### config.mk
export PLATFORM = sky130hd
export DESIGN_NAME = unique_set_table_unit
export DESIGN_NICKNAME = d
export VERILOG_FILES = /design/src/hdl/ust_pkg.sv /design/src/hdl/ust_ram.sv /design/src/hdl/ust_front.sv /design/src/hdl/ust_back.sv /design/src/hdl/unique_set_table_unit.sv
export SDC_FILE = /design/constraint.sdc
export NUM_CORES = 1
export LEC_CHECK = 0
export ABC_CLOCK_PERIOD_IN_PS = 4900
export BUFFER_PORTS_ARGS = -buffer_cell sky130_fd_sc_hd__buf_2
export CORE_UTILIZATION = 35
export CTS_BUF_LIST = sky130_fd_sc_hd__clkbuf_2 sky130_fd_sc_hd__clkbuf_4 sky130_fd_sc_hd__clkbuf_8
export CTS_CLUSTER_DIAMETER = 200
export DETAILED_ROUTE_END_ITERATION = 10
export PLACE_DENSITY = 0.58
export SYNTH_ARGS = -nofsm -noshare
export SYNTH_HDL_FRONTEND = slang
export SYNTH_SLANG_ARGS = --single-unit
### constraint.sdc
create_clock -name clock -period 4.9 [get_ports clock]
set_input_delay 0.49 -clock clock [delete_from_list [all_inputs] [get_ports clock]]
set_output_delay 0.49 -clock clock [all_outputs]
set_load 0.01 [all_outputs]
### src/hdl/ust_pkg.sv
package ust_pkg;

   localparam int unsigned DEPTH_DEFAULT = 16;
   localparam int unsigned VALUE_W       = 32;
   localparam int unsigned KIND_W        = 2;
   localparam int unsigned STATUS_W      = 2;
   localparam int unsigned COUNT_W       = 5;

   localparam logic [KIND_W-1:0] KIND_INSERT = 2'd0;
   localparam logic [KIND_W-1:0] KIND_DELETE = 2'd1;

   typedef enum logic [1:0] {
      OP_INSERT,
      OP_DELETE,
      OP_LOOKUP
   } op_type;

   typedef enum logic [STATUS_W-1:0] {
      ST_OK     = 2'd0,
      ST_DUP    = 2'd1,
      ST_ABSENT = 2'd2,
      ST_FULL   = 2'd3
   } status_type;

   typedef enum logic [1:0] {
      BK_IDLE,
      BK_SCAN,
      BK_SHIFT,
      BK_RESP
   } back_state_type;

   typedef struct packed {
      op_type                    op;
      logic signed [VALUE_W-1:0] value;
   } item_type;

   typedef struct packed {
      logic     valid;
      item_type item;
   } queue_out_type;

endpackage

### src/hdl/ust_ram.sv
module ust_ram #(
   parameter int unsigned WIDTH = 32,
   parameter int unsigned DEPTH = 16,
   parameter int unsigned ADDR_W = (DEPTH > 1) ? $clog2(DEPTH) : 1
) (
   input  logic              clock,
   input  logic              wr_en,
   input  logic [ADDR_W-1:0] wr_addr,
   input  logic [WIDTH-1:0]  wr_data,
   input  logic              rd_en,
   input  logic [ADDR_W-1:0] rd_addr,
   output logic [WIDTH-1:0]  rd_data
);

   logic [WIDTH-1:0] mem_ff [DEPTH];
   logic [WIDTH-1:0] rd_data_ff;

   always_ff @(posedge clock) begin
      if (wr_en) begin
         mem_ff[wr_addr] <= wr_data;
      end
      if (rd_en) begin
         rd_data_ff <= mem_ff[rd_addr];
      end
   end

   assign rd_data = rd_data_ff;

endmodule

### src/hdl/ust_front.sv
module ust_front (
   input  logic                             clock,
   input  logic                             reset,
   input  logic                             req_valid,
   output logic                             req_stall,
   input  logic [ust_pkg::KIND_W-1:0]       req_kind,
   input  logic signed [ust_pkg::VALUE_W-1:0] req_value,
   output ust_pkg::queue_out_type           q_out,
   input  logic                             q_pop
);

   ust_pkg::item_type slot_ff [2];
   ust_pkg::item_type slot_in;
   logic              wr_ptr_ff, wr_ptr_in;
   logic              rd_ptr_ff, rd_ptr_in;
   logic [1:0]        cnt_ff, cnt_in;
   logic              push, pop;
   ust_pkg::op_type   op;

   always_comb begin
      case (req_kind)
         ust_pkg::KIND_INSERT: op = ust_pkg::OP_INSERT;
         ust_pkg::KIND_DELETE: op = ust_pkg::OP_DELETE;
         default:              op = ust_pkg::OP_LOOKUP;
      endcase
   end

   assign req_stall = (cnt_ff == 2'd2);
   assign push      = req_valid && !req_stall;
   assign pop       = q_pop && (cnt_ff != 2'd0);

   always_comb begin
      slot_in.op    = op;
      slot_in.value = req_value;
      wr_ptr_in     = push ? !wr_ptr_ff : wr_ptr_ff;
      rd_ptr_in     = pop ? !rd_ptr_ff : rd_ptr_ff;
      cnt_in        = cnt_ff + 2'(push) - 2'(pop);
   end

   always_ff @(posedge clock) begin
      if (reset) begin
         wr_ptr_ff <= 1'b0;
         rd_ptr_ff <= 1'b0;
         cnt_ff    <= 2'd0;
      end else begin
         wr_ptr_ff <= wr_ptr_in;
         rd_ptr_ff <= rd_ptr_in;
         cnt_ff    <= cnt_in;
      end
   end

   always_ff @(posedge clock) begin
      if (push) begin
         slot_ff[wr_ptr_ff] <= slot_in;
      end
   end

   assign q_out.valid = (cnt_ff != 2'd0);
   assign q_out.item  = slot_ff[rd_ptr_ff];

endmodule

### src/hdl/ust_back.sv
module ust_back #(
   parameter int unsigned DEPTH = ust_pkg::DEPTH_DEFAULT
) (
   input  logic                                clock,
   input  logic                                reset,
   input  ust_pkg::queue_out_type              q_out,
   output logic                                q_pop,
   output logic                                rsp_valid,
   input  logic                                rsp_stall,
   output logic [ust_pkg::STATUS_W-1:0]        rsp_status,
   output logic                                rsp_found,
   output logic [ust_pkg::COUNT_W-1:0]         rsp_count
);

   localparam int unsigned ADDR_W = (DEPTH > 1) ? $clog2(DEPTH) : 1;
   localparam int unsigned FILL_W = $clog2(DEPTH + 1);
   localparam int unsigned EXT_W  = (FILL_W > ust_pkg::COUNT_W) ? FILL_W : ust_pkg::COUNT_W;
   localparam logic [FILL_W-1:0] DEPTH_F = FILL_W'(DEPTH);
   localparam logic [FILL_W-1:0] ONE_F   = FILL_W'(1);

   ust_pkg::back_state_type state_ff, state_in;
   ust_pkg::op_type         op_ff, op_in;
   logic signed [ust_pkg::VALUE_W-1:0] value_ff, value_in;
   logic [FILL_W-1:0]       fill_ff, fill_in;
   logic [FILL_W-1:0]       idx_ff, idx_in;
   logic [ADDR_W-1:0]       cmp_ff, cmp_in;
   logic [ADDR_W-1:0]       dst_ff, dst_in;
   logic                    pend_ff, pend_in;
   ust_pkg::status_type     status_ff, status_in;
   logic                    found_ff, found_in;

   logic                        wr_en;
   logic [ADDR_W-1:0]           wr_addr;
   logic [ust_pkg::VALUE_W-1:0] wr_data;
   logic                        rd_en;
   logic [ADDR_W-1:0]           rd_addr;
   logic [ust_pkg::VALUE_W-1:0] rd_data;
   logic                        hit;
   logic [EXT_W-1:0]            fill_ext;

   ust_ram #(
      .WIDTH (ust_pkg::VALUE_W),
      .DEPTH (DEPTH),
      .ADDR_W(ADDR_W)
   ) u_ram (
      .clock  (clock),
      .wr_en  (wr_en),
      .wr_addr(wr_addr),
      .wr_data(wr_data),
      .rd_en  (rd_en),
      .rd_addr(rd_addr),
      .rd_data(rd_data)
   );

   assign hit = pend_ff && (rd_data == value_ff);

   always_comb begin
      state_in  = state_ff;
      op_in     = op_ff;
      value_in  = value_ff;
      fill_in   = fill_ff;
      idx_in    = idx_ff;
      cmp_in    = cmp_ff;
      dst_in    = dst_ff;
      pend_in   = pend_ff;
      status_in = status_ff;
      found_in  = found_ff;
      q_pop     = 1'b0;
      wr_en     = 1'b0;
      wr_addr   = dst_ff;
      wr_data   = rd_data;
      rd_en     = 1'b0;
      rd_addr   = idx_ff[ADDR_W-1:0];
      case (state_ff)
         ust_pkg::BK_IDLE: begin
            if (q_out.valid) begin
               q_pop    = 1'b1;
               op_in    = q_out.item.op;
               value_in = q_out.item.value;
               idx_in   = '0;
               pend_in  = 1'b0;
               state_in = ust_pkg::BK_SCAN;
            end
         end
         ust_pkg::BK_SCAN: begin
            if (hit) begin
               found_in = 1'b1;
               pend_in  = 1'b0;
               case (op_ff)
                  ust_pkg::OP_INSERT: begin
                     status_in = ust_pkg::ST_DUP;
                     state_in  = ust_pkg::BK_RESP;
                  end
                  ust_pkg::OP_DELETE: begin
                     status_in = ust_pkg::ST_OK;
                     dst_in    = cmp_ff;
                     idx_in    = FILL_W'(cmp_ff) + ONE_F;
                     state_in  = ust_pkg::BK_SHIFT;
                  end
                  default: begin
                     status_in = ust_pkg::ST_OK;
                     state_in  = ust_pkg::BK_RESP;
                  end
               endcase
            end else if (idx_ff < fill_ff) begin
               rd_en   = 1'b1;
               cmp_in  = idx_ff[ADDR_W-1:0];
               idx_in  = idx_ff + ONE_F;
               pend_in = 1'b1;
            end else if (pend_ff) begin
               pend_in = 1'b0;
            end else begin
               found_in = 1'b0;
               state_in = ust_pkg::BK_RESP;
               case (op_ff)
                  ust_pkg::OP_INSERT: begin
                     if (fill_ff < DEPTH_F) begin
                        wr_en     = 1'b1;
                        wr_addr   = fill_ff[ADDR_W-1:0];
                        wr_data   = value_ff;
                        fill_in   = fill_ff + ONE_F;
                        status_in = ust_pkg::ST_OK;
                     end else begin
                        status_in = ust_pkg::ST_FULL;
                     end
                  end
                  default: status_in = ust_pkg::ST_ABSENT;
               endcase
            end
         end
         ust_pkg::BK_SHIFT: begin
            if (pend_ff) begin
               wr_en  = 1'b1;
               dst_in = dst_ff + ADDR_W'(1);
            end
            if (idx_ff < fill_ff) begin
               rd_en   = 1'b1;
               idx_in  = idx_ff + ONE_F;
               pend_in = 1'b1;
            end else begin
               pend_in = 1'b0;
               if (!pend_ff) begin
                  fill_in  = fill_ff - ONE_F;
                  state_in = ust_pkg::BK_RESP;
               end
            end
         end
         ust_pkg::BK_RESP: begin
            if (!rsp_stall) begin
               state_in = ust_pkg::BK_IDLE;
            end
         end
         default: state_in = ust_pkg::BK_IDLE;
      endcase
   end

   always_ff @(posedge clock) begin
      if (reset) begin
         state_ff <= ust_pkg::BK_IDLE;
         fill_ff  <= '0;
         pend_ff  <= 1'b0;
      end else begin
         state_ff <= state_in;
         fill_ff  <= fill_in;
         pend_ff  <= pend_in;
      end
   end

   always_ff @(posedge clock) begin
      op_ff     <= op_in;
      value_ff  <= value_in;
      idx_ff    <= idx_in;
      cmp_ff    <= cmp_in;
      dst_ff    <= dst_in;
      status_ff <= status_in;
      found_ff  <= found_in;
   end

   assign fill_ext   = EXT_W'(fill_ff);
   assign rsp_valid  = (state_ff == ust_pkg::BK_RESP);
   assign rsp_status = status_ff;
   assign rsp_found  = found_ff;
   assign rsp_count  = fill_ext[ust_pkg::COUNT_W-1:0];

`ifndef SYNTHESIS
   a_fill_bound : assert property (@(posedge clock) disable iff (reset)
      fill_ff <= DEPTH_F)
      else $error("Fill count exceeds the table depth.");

   a_full_not_found : assert property (@(posedge clock) disable iff (reset)
      rsp_valid && (status_ff == ust_pkg::ST_FULL) |-> !found_ff)
      else $error("A refused insert reports the value as present.");

   a_shift_is_delete : assert property (@(posedge clock) disable iff (reset)
      (state_ff == ust_pkg::BK_SHIFT) |-> (op_ff == ust_pkg::OP_DELETE))
      else $error("Entries shift for an operation other than delete.");

   a_fill_moves_on_write : assert property (@(posedge clock) disable iff (reset)
      (state_ff == ust_pkg::BK_SCAN) && wr_en |=> (fill_ff == $past(fill_ff) + ONE_F))
      else $error("An insert write did not grow the fill count.");

   a_delete_shrinks : assert property (@(posedge clock) disable iff (reset)
      (state_ff == ust_pkg::BK_SHIFT) && (state_in == ust_pkg::BK_RESP)
      |=> (fill_ff == $past(fill_ff) - ONE_F))
      else $error("A delete did not shrink the fill count.");
`endif

endmodule

### src/hdl/unique_set_table_unit.sv
// The back end handles one item at a time: it takes the next item from the queue only after
// the response beat for the last one is accepted. Each request scans the entries through the
// single read port of the entry memory, and a delete also shifts the later entries through it.
// A two-entry queue takes new request beats while a response waits on the output.
// Synchronous reset empties the table and the queue; the entry memory itself is not cleared.
module unique_set_table_unit #(
   parameter int unsigned DEPTH = ust_pkg::DEPTH_DEFAULT
) (
   input  logic                               clock,
   input  logic                               reset,
   input  logic                               req_valid,
   output logic                               req_stall,
   input  logic [ust_pkg::KIND_W-1:0]         req_kind,
   input  logic signed [ust_pkg::VALUE_W-1:0] req_value,
   output logic                               rsp_valid,
   input  logic                               rsp_stall,
   output logic [ust_pkg::STATUS_W-1:0]       rsp_status,
   output logic                               rsp_found,
   output logic [ust_pkg::COUNT_W-1:0]        rsp_count
);

   ust_pkg::queue_out_type q_out;
   logic                   q_pop;

   ust_front u_front (
      .clock    (clock),
      .reset    (reset),
      .req_valid(req_valid),
      .req_stall(req_stall),
      .req_kind (req_kind),
      .req_value(req_value),
      .q_out    (q_out),
      .q_pop    (q_pop)
   );

   ust_back #(
      .DEPTH(DEPTH)
   ) u_back (
      .clock     (clock),
      .reset     (reset),
      .q_out     (q_out),
      .q_pop     (q_pop),
      .rsp_valid (rsp_valid),
      .rsp_stall (rsp_stall),
      .rsp_status(rsp_status),
      .rsp_found (rsp_found),
      .rsp_count (rsp_count)
   );

endmodule

==> out/results.md <==
* result of the run: complete, no violations
* unrepaired setup endpoints after global routing: false
* shortest period the worst path allows: 4.09 ns
* kind of end point of the critical path: flop
* Post-Place Cell Area: 0.0279 mm^2
* Final Hold Fails: 0
* Mapped Avg Cell Area: 21.9 um^2
* count of mapped cells out of synthesis: 1205
* LEAKAGE: 9.46 nW
* Hold/Removal Path Class: input port to flop
* slowest cell on the critical path: nor2_4
* library cell used as clock root buffer: clkbuf_8
* number of nets with antenna violations after detailed routing: 0
* depth of the most critical reg-to-reg path: 7
* required time at the endpoint of the critical path: 5.21 ns
* most frequent standard cell in the layout excluding fill and tap cells: edfxtp_1
* clock buffers created by TritonCTS: 109
* count of max-cap constraint violations: 0
* simple-gate share of the synthesized area: 1.91%
* hold_ws: 0.160 ns
* core footprint: 0.0744 mm^2
* Total Nets Final: 1418
* launch point of the worst reg-to-reg path: u_back.rsp_count[1]
* global route overflow: 0
* first-iteration detailed-routing DRC count: 1135
* number of flops mapped to enable cells by yosys: 662
* clock buffer depth: 3
* classification of the worst setup path: flop to flop
* PwrDens: 544 mW/mm^2
* number of warnings printed during yosys synthesis: 0
* total of endpoints with negative setup slack in the final report: 0
* net count after synthesis: 1262
* parity-gate share of the synthesized area counting xor and xnor cells: 1.46%
* vias in the first global route: 12.8k
* maximum achievable frequency: 0.244 GHz
* TritonCTS clock tree: done
* post-synth top area share: 75.4%
* share of the synthesized area in compound gates (AO/OA/AOI/OAI): 1.67%
* number of H-tree levels: 3
* overall fraction of global-route tracks in use: 16.4%
* actual transition at the worst max-transition pin: 1.28 ns
* total non-filler cell area in the finished layout: 0.0303 mm^2
* CTS resizes: 0
* area leader, netlist: edfxtp_1
* die width: 276 um
* commonest non-fill, non-tap cells in the layout: 662 x edfxtp_1, 160 x mux4_2, 110 x clkbuf_8
* mean routed wirelength per cell: 25.7 um
* insertion delay of the later-clocked pin in the worst-skew pair: 0.72 ns
* Max rail drop VDD: 0.000390 V
* Reg2Reg Setup Slack: 0.81 ns
* main flop type after synthesis: edfxtp_1
* total via count in the routed design: 12.5k
* post-synthesis share of cell area spent on full adders, half adders and majority gates: 0.930%
* vias per std cell: 5.18
* Top Ports: 48
* worst path cell trace: inv_1, ha_1, o211ai_1, o21ai_2, o2111ai_4, a32oi_1, nor2_4
* synthesized cell area: 0.0264 mm^2
* largest cells by area after synthesis: edfxtp_1 75%, mux4_2 14%, mux2_2 2.8%
* startpoint of the most critical setup path: u_back.rsp_count[1]
* number of optimization iterations in the first detailed-route pass: 5
* total of flip-flops plus latches after synthesis: 674
* Die H: 276 um
* post-synthesis cell type count: 55
* largest family of logic cells by synthesized area: multiplexers
* site row count: 100
* Total Power Consumption: 16.5 mW
* share of synthesized registers carrying an async set or reset: 0%
* maximum number of pins on one net before global-route repair: 133
* starting density of the core: 35.4%
* peak per-stage delay on the critical path: 1.08 ns
* data arrival time of the critical path: 4.40 ns
* share of cell area taken by muxes after synthesis: 16.6%
* area growth from synthesis to layout: 14.9%
* HPWL reported at the end of detailed placement: 37.6 mm
* Layout Skew: 0.0534 ns
* share of cells above drive strength 1: 34.0%
* Critical Path End: u_back.u_ram.mem_ff[2][10]
* post-route fraction of the period consumed by the critical path: 83.5%
* Critical Path Start Type: flop
* number of buffer cells added on primary ports: 47
* Max Fanout on Critical Path: 32
* R2R Path End: u_back.u_ram.mem_ff[2][10]
* number of antenna violations at the first check in global routing: 1
* Total Negative Setup Slacks: 0 ns
* die outline area: 0.0764 mm^2
* utilization after layout: 40.7%
* wire length of the first global-routing pass: 90.3 mm
* Residual DRC: 0
* number of slew-limit violations in the final report: 0
* total routed wirelength: 62.1 mm
* proportion of synthesized chip area in sequential cells: 76.3%
* last weighted congestion value of the routability-driven placer: 0.815
* worst hold stages: 2
* relative slew slack: 14.3%
* clock transition at the registers of the reported paths: 0.06 ns
* clock sink count: 674
[synth_stat cells, drive strengths merged (2+ instances only)]
library cell	instances
clkbuf	29
a31oi	4
a22oi	3
ha	18
a21oi	18
a2111oi	2
nand2b	3
and2	5
dfxtp	12
xor2	7
or2	2
mux4	160
nor4	4
inv	19
mux2i	2
and3	2
nand4	6
nor3b	2
nand2	14
o32ai	3
a21o	3
o21ai	10
nor3	8
mux2	66
a211oi	2
nand3	7
o21a	3
nor2	41
o2111a	2
buf	25
nor2b	8
o22ai	2
xnor2	37
edfxtp	662
[final cells by class]
class	instances	area [um^2]
fill	6512	44200
sequential	674	20100
multi-input combinational	457	6100
clock buffer	155	1850
tap	969	1210
timing repair buffer	99	733
clock inverter	39	195
inverter	20	75.1
antenna	1	2.50
[cell families (layout without fill, tap and decap cells)]
| kind of cell | Yosys count | in the layout |
|---|---|---|
| mux | 228 | 228 |
| compound gates | 62 | 62 |
| other cells | 0 | 1 |
| xor+xnor | 44 | 44 |
| fa+ha+maj | 19 | 19 |
| flops | 674 | 674 |
| buf+inv | 74 | 313 |
| simple gates | 104 | 104 |
[per-layer routing]
layer | global-route usage, % | share of wire (%) | vias up
li1 | - | - | 5333
met1 | 24.7 | 47 | 6699
met2 | 23.8 | 44 | 402
met3 | 3.97 | 6.8 | 75
met4 | 4.30 | 1.8 | 0
met5 | 0 | 0 | -
[registers in the layout, summed over array words and instances, names as in the netlist, 4 cells and up]
signal and flops:
u_front.slot_ff 68, u_back.u_ram.rd_data 32, u_back.rsp_count 5, u_back.value_ff 32, u_back.dst_ff 4, u_back.cmp_ff 4
u_back.idx_ff 5, u_back.u_ram.mem_ff 512
[what timing repair did]
action                    4_1_cts  5_1_grt
hold endpoints to repair       66        0
setup buffers                   0        0
hold buffers                   33        0
[stage by stage]
step           worst slack (ns)  cells
6_report                  0.808   2414
5_1_grt                   0.513   2414
4_1_cts                   0.726   2413
3_5_place_dp              0.784   2186
3_3_place_gp              0.821   2186
2_1_floorplan              1.15   1205
[how the worst min path moves through the flow]
stage                                      start  slack, ns                     end
final                                req_kind[0]       0.16  u_front.slot_ff[0][32]
after global routing                 req_kind[0]       0.12  u_front.slot_ff[0][32]
after CTS                            req_kind[0]       0.08  u_front.slot_ff[0][32]
after detailed placement  u_front.slot_ff[1][23]       0.53     u_back.value_ff[23]
after global placement    u_front.slot_ff[1][19]       0.53     u_back.value_ff[19]
after floorplan                 u_back.idx_ff[0]       0.45        u_back.cmp_ff[0]
[worst max-delay path, delay by kind of cell (launching register included)]
| kind | cells | cell delay [ns] |
|---|---|---|
| compound gates | 4 | 1.60 |
| fa+ha+maj | 1 | 0.33 |
| buf+inv | 1 | 0.20 |
| simple gates | 1 | 1.08 |
| flops | 1 | 0.46 |
[where the power goes]
group | internal, mW | leakage (nW) | switching [mW]
registers | 7.30 | 6.10 | 0.314
logic | 1.73 | 2.26 | 2.54
clock network | 2.43 | 1.10 | 2.17
Power figures use the tool's default switching activity.
